**src/rtl/core/kmna_pkg.sv**
```systemverilog
// Shared types, constants and helpers of the k-means nearest-centre assignment unit.
`default_nettype none
package kmna_pkg;

  localparam int MAX_CENTERS = 16;
  localparam int MAX_DIMS    = 8;
  localparam int COORD_WIDTH = 16;

  localparam int IN_COORD_WIDTH = 16;
  localparam int SLOT_WIDTH     = 4;
  localparam int LABEL_WIDTH    = 4;
  localparam int DIST_WIDTH     = 35;
  localparam int AC_WIDTH       = 5;
  localparam int AD_WIDTH       = 4;
  localparam int ADDR_WIDTH     = 3;
  localparam int DATA_WIDTH     = 32;

  localparam int ROW_BITS   = (MAX_CENTERS > 1) ? $clog2(MAX_CENTERS) : 1;
  localparam int CNT_WIDTH  = $clog2(MAX_CENTERS + 1);
  localparam int DIM_WIDTH  = $clog2(MAX_DIMS + 1);
  localparam int DIFF_WIDTH = COORD_WIDTH + 1;
  localparam int SQ_WIDTH   = 2 * DIFF_WIDTH;
  localparam int SUM_WIDTH  = SQ_WIDTH + ((MAX_DIMS > 1) ? $clog2(MAX_DIMS) : 0);

  localparam logic [DIST_WIDTH-1:0] DIST_MAX = {DIST_WIDTH{1'b1}};

  localparam logic FUNC_LOAD     = 1'b0;
  localparam logic FUNC_CLASSIFY = 1'b1;

  localparam logic REG_ACTIVE_CENTERS = 1'b0;
  localparam logic REG_ACTIVE_DIMS    = 1'b1;

  localparam logic [AC_WIDTH-1:0] ACTIVE_CENTERS_RESET = AC_WIDTH'(1);
  localparam logic [AD_WIDTH-1:0] ACTIVE_DIMS_RESET    = AD_WIDTH'(8);

  typedef logic signed [COORD_WIDTH-1:0] coord_t;
  typedef logic [MAX_DIMS-1:0][COORD_WIDTH-1:0] row_t;
  typedef logic signed [IN_COORD_WIDTH-1:0] in_coord_t;

  typedef struct packed {
    logic                load_wr;
    logic                point_ld;
    logic                issue;
    logic [ROW_BITS-1:0] issue_idx;
    logic                out_ld;
  } ctrl_cmd_t;

  typedef struct packed {
    logic pipe_busy;
    logic out_free;
  } dp_status_t;

  function automatic coord_t to_coord(input in_coord_t x);
    return COORD_WIDTH'(x);
  endfunction

endpackage
`default_nettype wire

```
**src/rtl/core/kmna_regs.sv**
```systemverilog
// Configuration register file with an APB-style access port.
`default_nettype none
module kmna_regs (
  input  wire logic                              clk,
  input  wire logic                              rst,
  input  wire logic                              psel,
  input  wire logic                              penable,
  input  wire logic                              pwrite,
  input  wire logic [kmna_pkg::ADDR_WIDTH-1:0]   paddr,
  input  wire logic [kmna_pkg::DATA_WIDTH-1:0]   pwdata,
  output logic      [kmna_pkg::DATA_WIDTH-1:0]   prdata,
  output logic                                   pready,
  output logic      [kmna_pkg::AC_WIDTH-1:0]     active_centers,
  output logic      [kmna_pkg::AD_WIDTH-1:0]     active_dims
);

  logic wr_en;
  logic reg_sel;

  assign pready  = 1'b1;
  assign wr_en   = psel && penable && pwrite;
  assign reg_sel = paddr[2];

  always_ff @(posedge clk) begin
    if (rst) begin
      active_centers <= kmna_pkg::ACTIVE_CENTERS_RESET;
      active_dims    <= kmna_pkg::ACTIVE_DIMS_RESET;
    end else if (wr_en) begin
      unique case (reg_sel)
        kmna_pkg::REG_ACTIVE_CENTERS: active_centers <= pwdata[kmna_pkg::AC_WIDTH-1:0];
        kmna_pkg::REG_ACTIVE_DIMS:    active_dims    <= pwdata[kmna_pkg::AD_WIDTH-1:0];
        default: ;
      endcase
    end
  end

  always_comb begin
    unique case (reg_sel)
      kmna_pkg::REG_ACTIVE_CENTERS: prdata = kmna_pkg::DATA_WIDTH'(active_centers);
      kmna_pkg::REG_ACTIVE_DIMS:    prdata = kmna_pkg::DATA_WIDTH'(active_dims);
      default:                      prdata = '0;
    endcase
  end

endmodule
`default_nettype wire

```
**config.mk**
```make
export PLATFORM = sky130hd
export DESIGN_NAME = kmna_regs
export DESIGN_NICKNAME = d
export VERILOG_FILES = /design/src/rtl/core/kmna_pkg.sv /design/src/rtl/core/kmna_regs.sv
export SDC_FILE = /design/constraint.sdc
export NUM_CORES = 1
export LEC_CHECK = 0
export ABC_AREA = 1
export BUFFER_PORTS_ARGS = -buffer_cell sky130_fd_sc_hd__buf_2
export CAP_MARGIN = 20
export CORE_MARGIN = 2
export CORE_UTILIZATION = 32
export DETAILED_ROUTE_END_ITERATION = 8
export GPL_TIMING_DRIVEN = 0
export HOLD_SLACK_MARGIN = 0.12
export PLACE_DENSITY = 0.79
export SETUP_SLACK_MARGIN = 0.5
export SYNTH_ARGS = -nofsm -noshare
export SYNTH_HDL_FRONTEND = slang
export SYNTH_SLANG_ARGS = --single-unit
```
**constraint.sdc**
```tcl
create_clock -name clk -period 0.8 [get_ports clk]
set_clock_uncertainty 0.05 [all_clocks]
set_input_delay 0.16 -clock clk [delete_from_list [all_inputs] [get_ports clk]]
set_output_delay 0.16 -clock clk [all_outputs]
set_load 0.005 [all_outputs]
```
==> flow_summary.json <==
{
  "syn_inst": 101,
  "htreeDepth": 1,
  "dp_hpwl_mm": 1.15,
  "first_iter_violations": 14,
  "worst_slack_ns": -0.241,
  "yosys_warnings": 0,
  "ys_types": 13,
  "setup_viol": 14,
  "routed_wl_mm": 1.46,
  "port_buffers": 24,
  "yosysTopAreaCell": "buf_4",
  "cts_buffers": 3,
  "route.detailed.drc": 0,
  "required_ns": 0.59,
  "final_area_um2": 1120,
  "hold_depth": 3,
  "violations": "negative setup slack",
  "hold_viol": 0,
  "maxCapViolCount": 0,
  "grt_max_degree": 11,
  "finalNetCount": 197,
  "end_kind": "output port",
  "grt_usage": 0.123,
  "num_rows": 16,
  "cts_max_path_buffers": 2,
  "period_minus_slack_ns": 1.04,
  "max_freq_mhz": 960,
  "firstDrtPassIters": 4,
  "insertedDiodeCount": 0,
  "viasPerCell": 3.62,
  "yosys.area.top_type_share": 0.312,
  "cts_tree": "yes",
  "overflow": 0,
  "drt-wirelength-per-cell_um": 7.98,
  "path_class": "reg -> out",
  "dr_total_vias": 663,
  "antenna_found_initial": 0,
  "grt_pass1_wl_mm": 2.31,
  "grt_pass1_vias": 556,
  "rsz0062_at_grt": "true",
  "crit_fanout": 3,
  "power_density_nw_per_um2": 1060,
  "cts.sinks": 9,
  "clockRootBuffer": "clkbuf_4",
  "die_h_um": 49.9,
  "ant_nets": 0,
  "synth.area.top_cells": "buf_4, dfxtp_1, nand2_1",
  "clkTransAtPathRegs_ns": 0.06,
  "status": "finished, violations left",
  "clk_latency_ns": 0.26,
  "placed_area_um2": 966,
  "reg2regPathDepth": 2,
  "mappedNetlistArea_um2": 674,
  "core_area_um2": 1980,
  "syn_area_per_cell_um2": 6.68,
  "initial_core_util": 0.340,
  "die-area_um2": 2490,
  "period_share": 1.30,
  "p_leak_nw": 0.616,
  "synth-seq-cells": 9,
  "ios": 82,
  "crit_arrival_ns": 0.83,
  "final_max_slew_viol_count": 0,
  "cp-start-kind": "register",
  "ir_worst_vdd_uv": 458,
  "yosysSeqAreaShare": 0.267,
  "hold_path.class": "in -> reg",
  "place.gp.congestion": 0.689,
  "drive_gt1_frac": 0.538,
  "syn2layout_area_growth_pct": 65.7,
  "fin_setup_tns_ns": -2.29,
  "dieWidth_um": 49.9
}
[worst max-delay path: stages (launching register included)]
cell and delay [ns]:
dfxtp_2 0.35, nand2_1 0.06, nand2_1 0.05, buf_2 0.10
[layout by cell type, fill, tap and decap left out]
cell      instances
buf_2            14
buf_4            29
buf_6             9
buf_8             2
clkbuf_1          1
clkbuf_4          3
clkinv_1          1
conb_1           28
dfxtp_2           9
inv_1             5
inv_2             2
inv_4             1
nand2_1          21
nand2_8           1
nand3_1           2
nand3_2           7
nand3_4           1
nor2_1           13
nor2_2            2
nor2_4            3
o21ai_1           1
o21ai_2           1
[power breakdown]
part / switching (mW) / total (mW) / internal, mW
sequential: 0.0148 / 0.482 / 0.467
combinational: 0.161 / 0.353 / 0.191
clock: 0.157 / 0.349 / 0.192
total: 0.333 / 1.18 / 0.851
[final cells by class]
cell class | instances | area (um^2)
clock buffers | 4 | 26.3
inverters | 9 | 36.3
fillers | 203 | 865
well taps | 27 | 33.8
plain buffers | 29 | 221
flip-flops and latches | 9 | 191
multi-input cells | 80 | 410
repair buffers | 25 | 198
[worst paths after layout]
kind / to / from / slack [ns]
max: prdata[0] / active_centers[0] / -0.24
min: active_centers[0] / pwdata[0] / 0.07
max reg2reg: active_centers[0] / active_centers[0] / 0.16
min reg2reg: active_centers[2] / active_centers[2] / 0.42
[repair_timing]
action / in CTS / in global routing
resized for setup: 9 / 19
buffers inserted: 0 / 1
endpoints found under the setup margin: 23 / 23
pin swaps: 18 / 9
endpoints found under the hold margin: 2 / 2
[sequential cells by signal, indices dropped and copies added, names as in the netlist]
signal,flops
active_centers,5
active_dims,4
[kinds of logic (layout without fill, tap and decap cells)]
kind of cell,after synthesis,in the layout,share of synthesized area
buffers and inverters,38,67,0.369
flip-flops,9,9,0.267
AO/OA/AOI/OAI,2,2,0.0148
other,2,28,0.0111
AND/OR/NAND/NOR,50,50,0.338
[routing by layer]
layer	global-route usage	share of wire	vias to the layer above	wire (um)
li1	-	-	357	-
met1	0.131	0.38	272	551
met2	0.211	0.51	29	751
met3	0.0333	0.082	5	120
met4	0.0833	0.025	0	37
met5	0	0	-	0
[cells in the mapped netlist]
library cell and number:
buf_4 28, nand2_1 22, nor2_1 15, dfxtp_1 9
nand3_1 9, inv_1 7, nor2_4 3, conb_1 2
o21ai_0 2, buf_2 1, clkinv_1 1, inv_2 1
nand3_2 1
[through the flow]
stage	power [mW]	util	std cells	hold WS [ns]	setup WS [ns]
2_1_floorplan	0.709	-	127	0.236	0.122
3_3_place_gp	0.785	0.487	178	0.335	-0.116
3_5_place_dp	0.791	0.487	178	0.346	-0.136
4_1_cts	1.15	0.515	182	0.0765	-0.231
5_1_grt	1.25	0.564	183	0.0923	-0.297
6_report	1.18	0.564	183	0.0707	-0.241
(Power assumes the default switching activity.)
