$ cat config.mk
export PLATFORM = sky130hd
export DESIGN_NAME = kmna_ctrl
export DESIGN_NICKNAME = d
export VERILOG_FILES = /design/src/rtl/core/kmna_pkg.sv /design/src/rtl/core/kmna_ctrl.sv
export SDC_FILE = /design/constraint.sdc
export NUM_CORES = 1
export LEC_CHECK = 0
export BUFFER_PORTS_ARGS = -buffer_cell sky130_fd_sc_hd__buf_2
export CAP_MARGIN = 10
export CORE_MARGIN = 5
export CORE_UTILIZATION = 40
export CTS_CLUSTER_SIZE = 12
export DETAILED_ROUTE_END_ITERATION = 6
export PLACE_DENSITY = 0.65
export SLEW_MARGIN = 20
export SYNTH_ARGS = -nofsm -noshare
export SYNTH_HDL_FRONTEND = slang
export SYNTH_SLANG_ARGS = --single-unit
$ cat constraint.sdc
create_clock -name clk -period 5.1 [get_ports clk]
set_input_delay 0.255 -clock clk [delete_from_list [all_inputs] [get_ports clk]]
set_output_delay 0.255 -clock clk [all_outputs]
set_load 0.01 [all_outputs]
$ cat src/rtl/core/kmna_pkg.sv
// Shared types, constants and helpers of the k-means nearest-centre assignment unit.
`default_nettype none
package kmna_pkg;

  localparam int MAX_CENTERS = 16;
  localparam int MAX_DIMS    = 8;
  localparam int COORD_WIDTH = 16;

  localparam int IN_COORD_WIDTH = 16;
  localparam int SLOT_WIDTH     = 4;
  localparam int LABEL_WIDTH    = 4;
  localparam int DIST_WIDTH     = 35;
  localparam int AC_WIDTH       = 5;
  localparam int AD_WIDTH       = 4;
  localparam int ADDR_WIDTH     = 3;
  localparam int DATA_WIDTH     = 32;

  localparam int ROW_BITS   = (MAX_CENTERS > 1) ? $clog2(MAX_CENTERS) : 1;
  localparam int CNT_WIDTH  = $clog2(MAX_CENTERS + 1);
  localparam int DIM_WIDTH  = $clog2(MAX_DIMS + 1);
  localparam int DIFF_WIDTH = COORD_WIDTH + 1;
  localparam int SQ_WIDTH   = 2 * DIFF_WIDTH;
  localparam int SUM_WIDTH  = SQ_WIDTH + ((MAX_DIMS > 1) ? $clog2(MAX_DIMS) : 0);

  localparam logic [DIST_WIDTH-1:0] DIST_MAX = {DIST_WIDTH{1'b1}};

  localparam logic FUNC_LOAD     = 1'b0;
  localparam logic FUNC_CLASSIFY = 1'b1;

  localparam logic REG_ACTIVE_CENTERS = 1'b0;
  localparam logic REG_ACTIVE_DIMS    = 1'b1;

  localparam logic [AC_WIDTH-1:0] ACTIVE_CENTERS_RESET = AC_WIDTH'(1);
  localparam logic [AD_WIDTH-1:0] ACTIVE_DIMS_RESET    = AD_WIDTH'(8);

  typedef logic signed [COORD_WIDTH-1:0] coord_t;
  typedef logic [MAX_DIMS-1:0][COORD_WIDTH-1:0] row_t;
  typedef logic signed [IN_COORD_WIDTH-1:0] in_coord_t;

  typedef struct packed {
    logic                load_wr;
    logic                point_ld;
    logic                issue;
    logic [ROW_BITS-1:0] issue_idx;
    logic                out_ld;
  } ctrl_cmd_t;

  typedef struct packed {
    logic pipe_busy;
    logic out_free;
  } dp_status_t;

  function automatic coord_t to_coord(input in_coord_t x);
    return COORD_WIDTH'(x);
  endfunction

endpackage
`default_nettype wire

$ cat src/rtl/core/kmna_ctrl.sv
// Controller state machine that sequences centre rows through the datapath.
`default_nettype none
module kmna_ctrl (
  input  wire logic                              clk,
  input  wire logic                              rst,
  input  wire logic                              in_valid,
  output logic                                   in_ready,
  input  wire logic                              func,
  input  wire logic [kmna_pkg::AC_WIDTH-1:0]     active_centers,
  input  wire kmna_pkg::dp_status_t              status,
  output kmna_pkg::ctrl_cmd_t                    cmd
);

  localparam logic [1:0] ST_IDLE  = 2'd0;
  localparam logic [1:0] ST_RUN   = 2'd1;
  localparam logic [1:0] ST_DRAIN = 2'd2;

  logic [1:0]                     state, state_next;
  logic [kmna_pkg::CNT_WIDTH-1:0] cnt, cnt_next;
  logic [kmna_pkg::CNT_WIDTH-1:0] kc;
  logic                           accept;

  always_comb begin
    if (active_centers == '0) begin
      kc = kmna_pkg::CNT_WIDTH'(1);
    end else if ({1'b0, active_centers} > (kmna_pkg::AC_WIDTH + 1)'(kmna_pkg::MAX_CENTERS)) begin
      kc = kmna_pkg::CNT_WIDTH'(kmna_pkg::MAX_CENTERS);
    end else begin
      kc = kmna_pkg::CNT_WIDTH'(active_centers);
    end
  end

  assign in_ready = (state == ST_IDLE);
  assign accept   = in_valid && in_ready;

  always_comb begin
    state_next    = state;
    cnt_next      = cnt;
    cmd.load_wr   = 1'b0;
    cmd.point_ld  = 1'b0;
    cmd.issue     = 1'b0;
    cmd.issue_idx = cnt[kmna_pkg::ROW_BITS-1:0];
    cmd.out_ld    = 1'b0;
    unique case (state)
      ST_IDLE: begin
        if (accept) begin
          if (func == kmna_pkg::FUNC_LOAD) begin
            cmd.load_wr = 1'b1;
          end else begin
            cmd.point_ld = 1'b1;
            cnt_next     = '0;
            state_next   = ST_RUN;
          end
        end
      end
      ST_RUN: begin
        cmd.issue = 1'b1;
        if (cnt == kc - kmna_pkg::CNT_WIDTH'(1)) begin
          state_next = ST_DRAIN;
        end else begin
          cnt_next = cnt + kmna_pkg::CNT_WIDTH'(1);
        end
      end
      ST_DRAIN: begin
        if (!status.pipe_busy && status.out_free) begin
          cmd.out_ld = 1'b1;
          state_next = ST_IDLE;
        end
      end
      default: state_next = ST_IDLE;
    endcase
  end

  always_ff @(posedge clk) begin
    if (rst) begin
      state <= ST_IDLE;
      cnt   <= '0;
    end else begin
      state <= state_next;
      cnt   <= cnt_next;
    end
  end

  a_out_ld_when_free: assert property (@(posedge clk) disable iff (rst)
    cmd.out_ld |-> (status.out_free && !status.pipe_busy))
    else $error("result loaded while the output register was occupied or rows were in flight");

  a_issue_in_range: assert property (@(posedge clk) disable iff (rst)
    cmd.issue |-> (cnt < kc))
    else $error("row issued beyond the active centre count");

  a_classify_starts: assert property (@(posedge clk) disable iff (rst)
    (accept && (func == kmna_pkg::FUNC_CLASSIFY)) |=> (state == ST_RUN && cnt == '0))
    else $error("classify transaction did not start a row sweep");

  a_no_accept_busy: assert property (@(posedge clk) disable iff (rst)
    status.pipe_busy |-> !in_ready)
    else $error("input accepted while rows were still in flight");

endmodule
`default_nettype wire

==> impl_results.md <==
* Status: finished, final reports clean
* Max VDD drop at 121 µV
* Final hold violations at 0
* P&R area growth vs syn at 16.7%
* DIE WIDTH at ~50 µm
* Unique masters post-synth at 35
* GRT Util Overall at 0.113
* Ports at 20
* Via-to-Cell Ratio at approximately 5.4
* Num CTS Buffers at 3
* Drt initial violations at 3
* Vias at ~600
* Gate Count Post-Synth at 76
* Die height at approximately 50 µm
* Required time worst endpoint at 5.23 ns
* Worst slew margin at 0.756
* Port bufs at 19
* Most frequent cells in the layout: buf_2 (19), nand2_1 (9), dfxtp_1 (7)
* Clock transition at the registers of the reported paths at ~0.050 ns
* Setup TNS Final at 0 ns
* Startpoint Class: input port
* Logic pwr share at 0.242
* Initial Util at 0.413
* NetSw at 0.0000401 W
* First-pass GRT wire length at 2.28 mm
* PwrDens at about 200 nW/µm²
* Crit path DAT at approximately 2.1 ns
* Post-synth top area share at 0.228
* CTS tree: built
* Hold WS at approximately 0.26 ns
* Synth area leaders: dfxtp_1 (23%), mux2i_1 (6.5%), nand2_1 (5.5%)
* Sequential share of the synthesized area at 0.228
* Num rows at 14
* Drc violations at 0
* Yosys top cell by area: dfxtp_1
* Lkg Pwr at ~0.32 nW
* Min-Delay Path Class: in -> reg
* Final wirelength at 1.29 mm
* Crit. End Element: flop
* Slew Viols, Final at 0
* Wire length per cell at approximately 12 µm
* Grt total ovfl at 0
* Post-DP HPWL at 1.04 mm
* DR pass1 iterations at 3
* Sw frac at 0.282
* Placed Cells at between 100 and 150
* Nets@finish at 107
* Routability congestion estimate from global placement at approximately 0.75
* Period utilization at 0.379
* Cts repair resizes at 0
* Max Fclk at 517 MHz
* Share of layout cells above drive strength 1 at 0.280
* Root Driver: clkbuf_4
* Tightest Pin Transition at between 0.3 and 0.4 ns
* Final non-filler cell total at approximately 110
* Largest net degree at the start of global routing at 11
* Min Tclk post-route at 1.93 ns
* Largest fanout on the critical path at 6
* Syn Nets at about 90
* Final-report setup violation count at 0
* Mapped Area at 616 µm²
* Internal at approximately 0.00010 W
* Vias in the first global route at 555
* Post-CTS Setup Inserts at 0
* Final ANT Viol Nets at 0
* Clock power share at 0.350
* Synth Area per Inst at a little over 8 µm²
* Clk sinks at 7
* N_diodes at 0
* Most common cell after layout, fill and taps aside: buf_2
* Die ar. at approximately 2400 µm²
* Pre-CTS WS at a little under 3 ns
* Seq cells post-synth at 7
* H-tree levels at 1
* Max Cap Viol at 0
* Final Util at 0.482
* YS warnings at 0
* Final WS setup at 3.17 ns
* RSZ-0062 raised after global routing: false
* CTS max path bufs at 2
* Initial antenna violation count at 0
* Clock Latency Late Sink at roughly 0.24 ns
* Core footprint at roughly 1500 µm²
* Skew final at 0.000277 ns
* Hold buffers post-CTS at 0
* Setup CP Type: in -> reg
* Reg power frac at 0.408
[synthesized netlist by cell type (all sizes together)]
library cell  number
nor3               1
a211o              1
buf                4
o211ai             2
o31ai              2
nand2              9
a21oi              5
nand4              2
dfxtp              7
nor4b              1
ha                 2
or3                3
inv                3
nor3b              1
a31oi              2
and4b              1
clkbuf             2
mux2i              4
and4bb             1
nor2               5
and3               1
o21ai              1
a2bb2oi            1
o21ba              1
nor2b              5
nor4bb             1
nand2b             2
a32oi              1
mux2               1
nand3              1
nor4               1
xor2               1
a21boi             1
[cell families after synthesis]
| family | synth area share |
|---|---|
| and+or+nand+nor | 0.329 |
| AOI/OAI and AO/OA | 0.217 |
| muxes | 0.0894 |
| xor gates and xnor gates | 0.0142 |
| adders and majority gates | 0.0406 |
| buffers and inverters | 0.0813 |
| DFF | 0.228 |
[per-stage QoR]
stage | area [µm²] | power (W)
global route | 718 | 0.000152
detailed placement | 692 | 0.0000936
CTS | 718 | 0.000144
floorplan | 616 | 0.0000819
finish | 718 | 0.000142
global placement | 692 | 0.0000930
[final timing paths]
check,start,endpoint,slack (ns),cells after the start
setup / recovery,active_centers[1],cnt[1],3.17,9
hold / removal,rst,state[1],0.26,2
setup reg to reg,cnt[2],cnt[1],3.43,5
hold reg to reg,cnt[4],cnt[4],0.48,2
[routing by layer]
| layer | global-route usage | wire, µm | share of wire |
|---|---|---|---|
| met1 | 0.150 | 629 | 0.49 |
| met2 | 0.172 | 551 | 0.43 |
| met3 | 0.0245 | 95 | 0.074 |
| met4 | 0.0538 | 13 | 0.010 |
| met5 | 0 | 0 | 0 |
[power by group through the flow]
stage / registers [W] / clock network (W) / logic [W]
after floorplan: 0.0000586 / 0 / 0.0000233
after global placement: 0.0000590 / 0 / 0.0000340
after detailed placement: 0.0000591 / 0 / 0.0000345
after CTS: 0.0000579 / 0.0000511 / 0.0000347
after global routing: 0.0000583 / 0.0000550 / 0.0000385
final: 0.0000580 / 0.0000496 / 0.0000343
[critical path, stage by stage]
cell	delay, ns
buf_2	0.12
nor3_1	0.22
o21ai_0	0.11
ha_1	0.26
and4bb_1	0.27
a31oi_1	0.05
a31oi_2	0.36
a21boi_4	0.11
mux2_4	0.31
[final cells by class]
type                            count  area, µm²
Fill cell                         155        771
Multi-Input combinational cell     60        425
Sequential cell                     7        140
Timing Repair Buffer               19       95.1
Clock buffer                        4       26.3
Tap cell                           16       20.0
Inverter                            3       11.3
[registers in the layout, indices dropped and copies added, names as in the netlist]
name	count
cnt	5
state	2
Power figures use the tool's default switching activity.
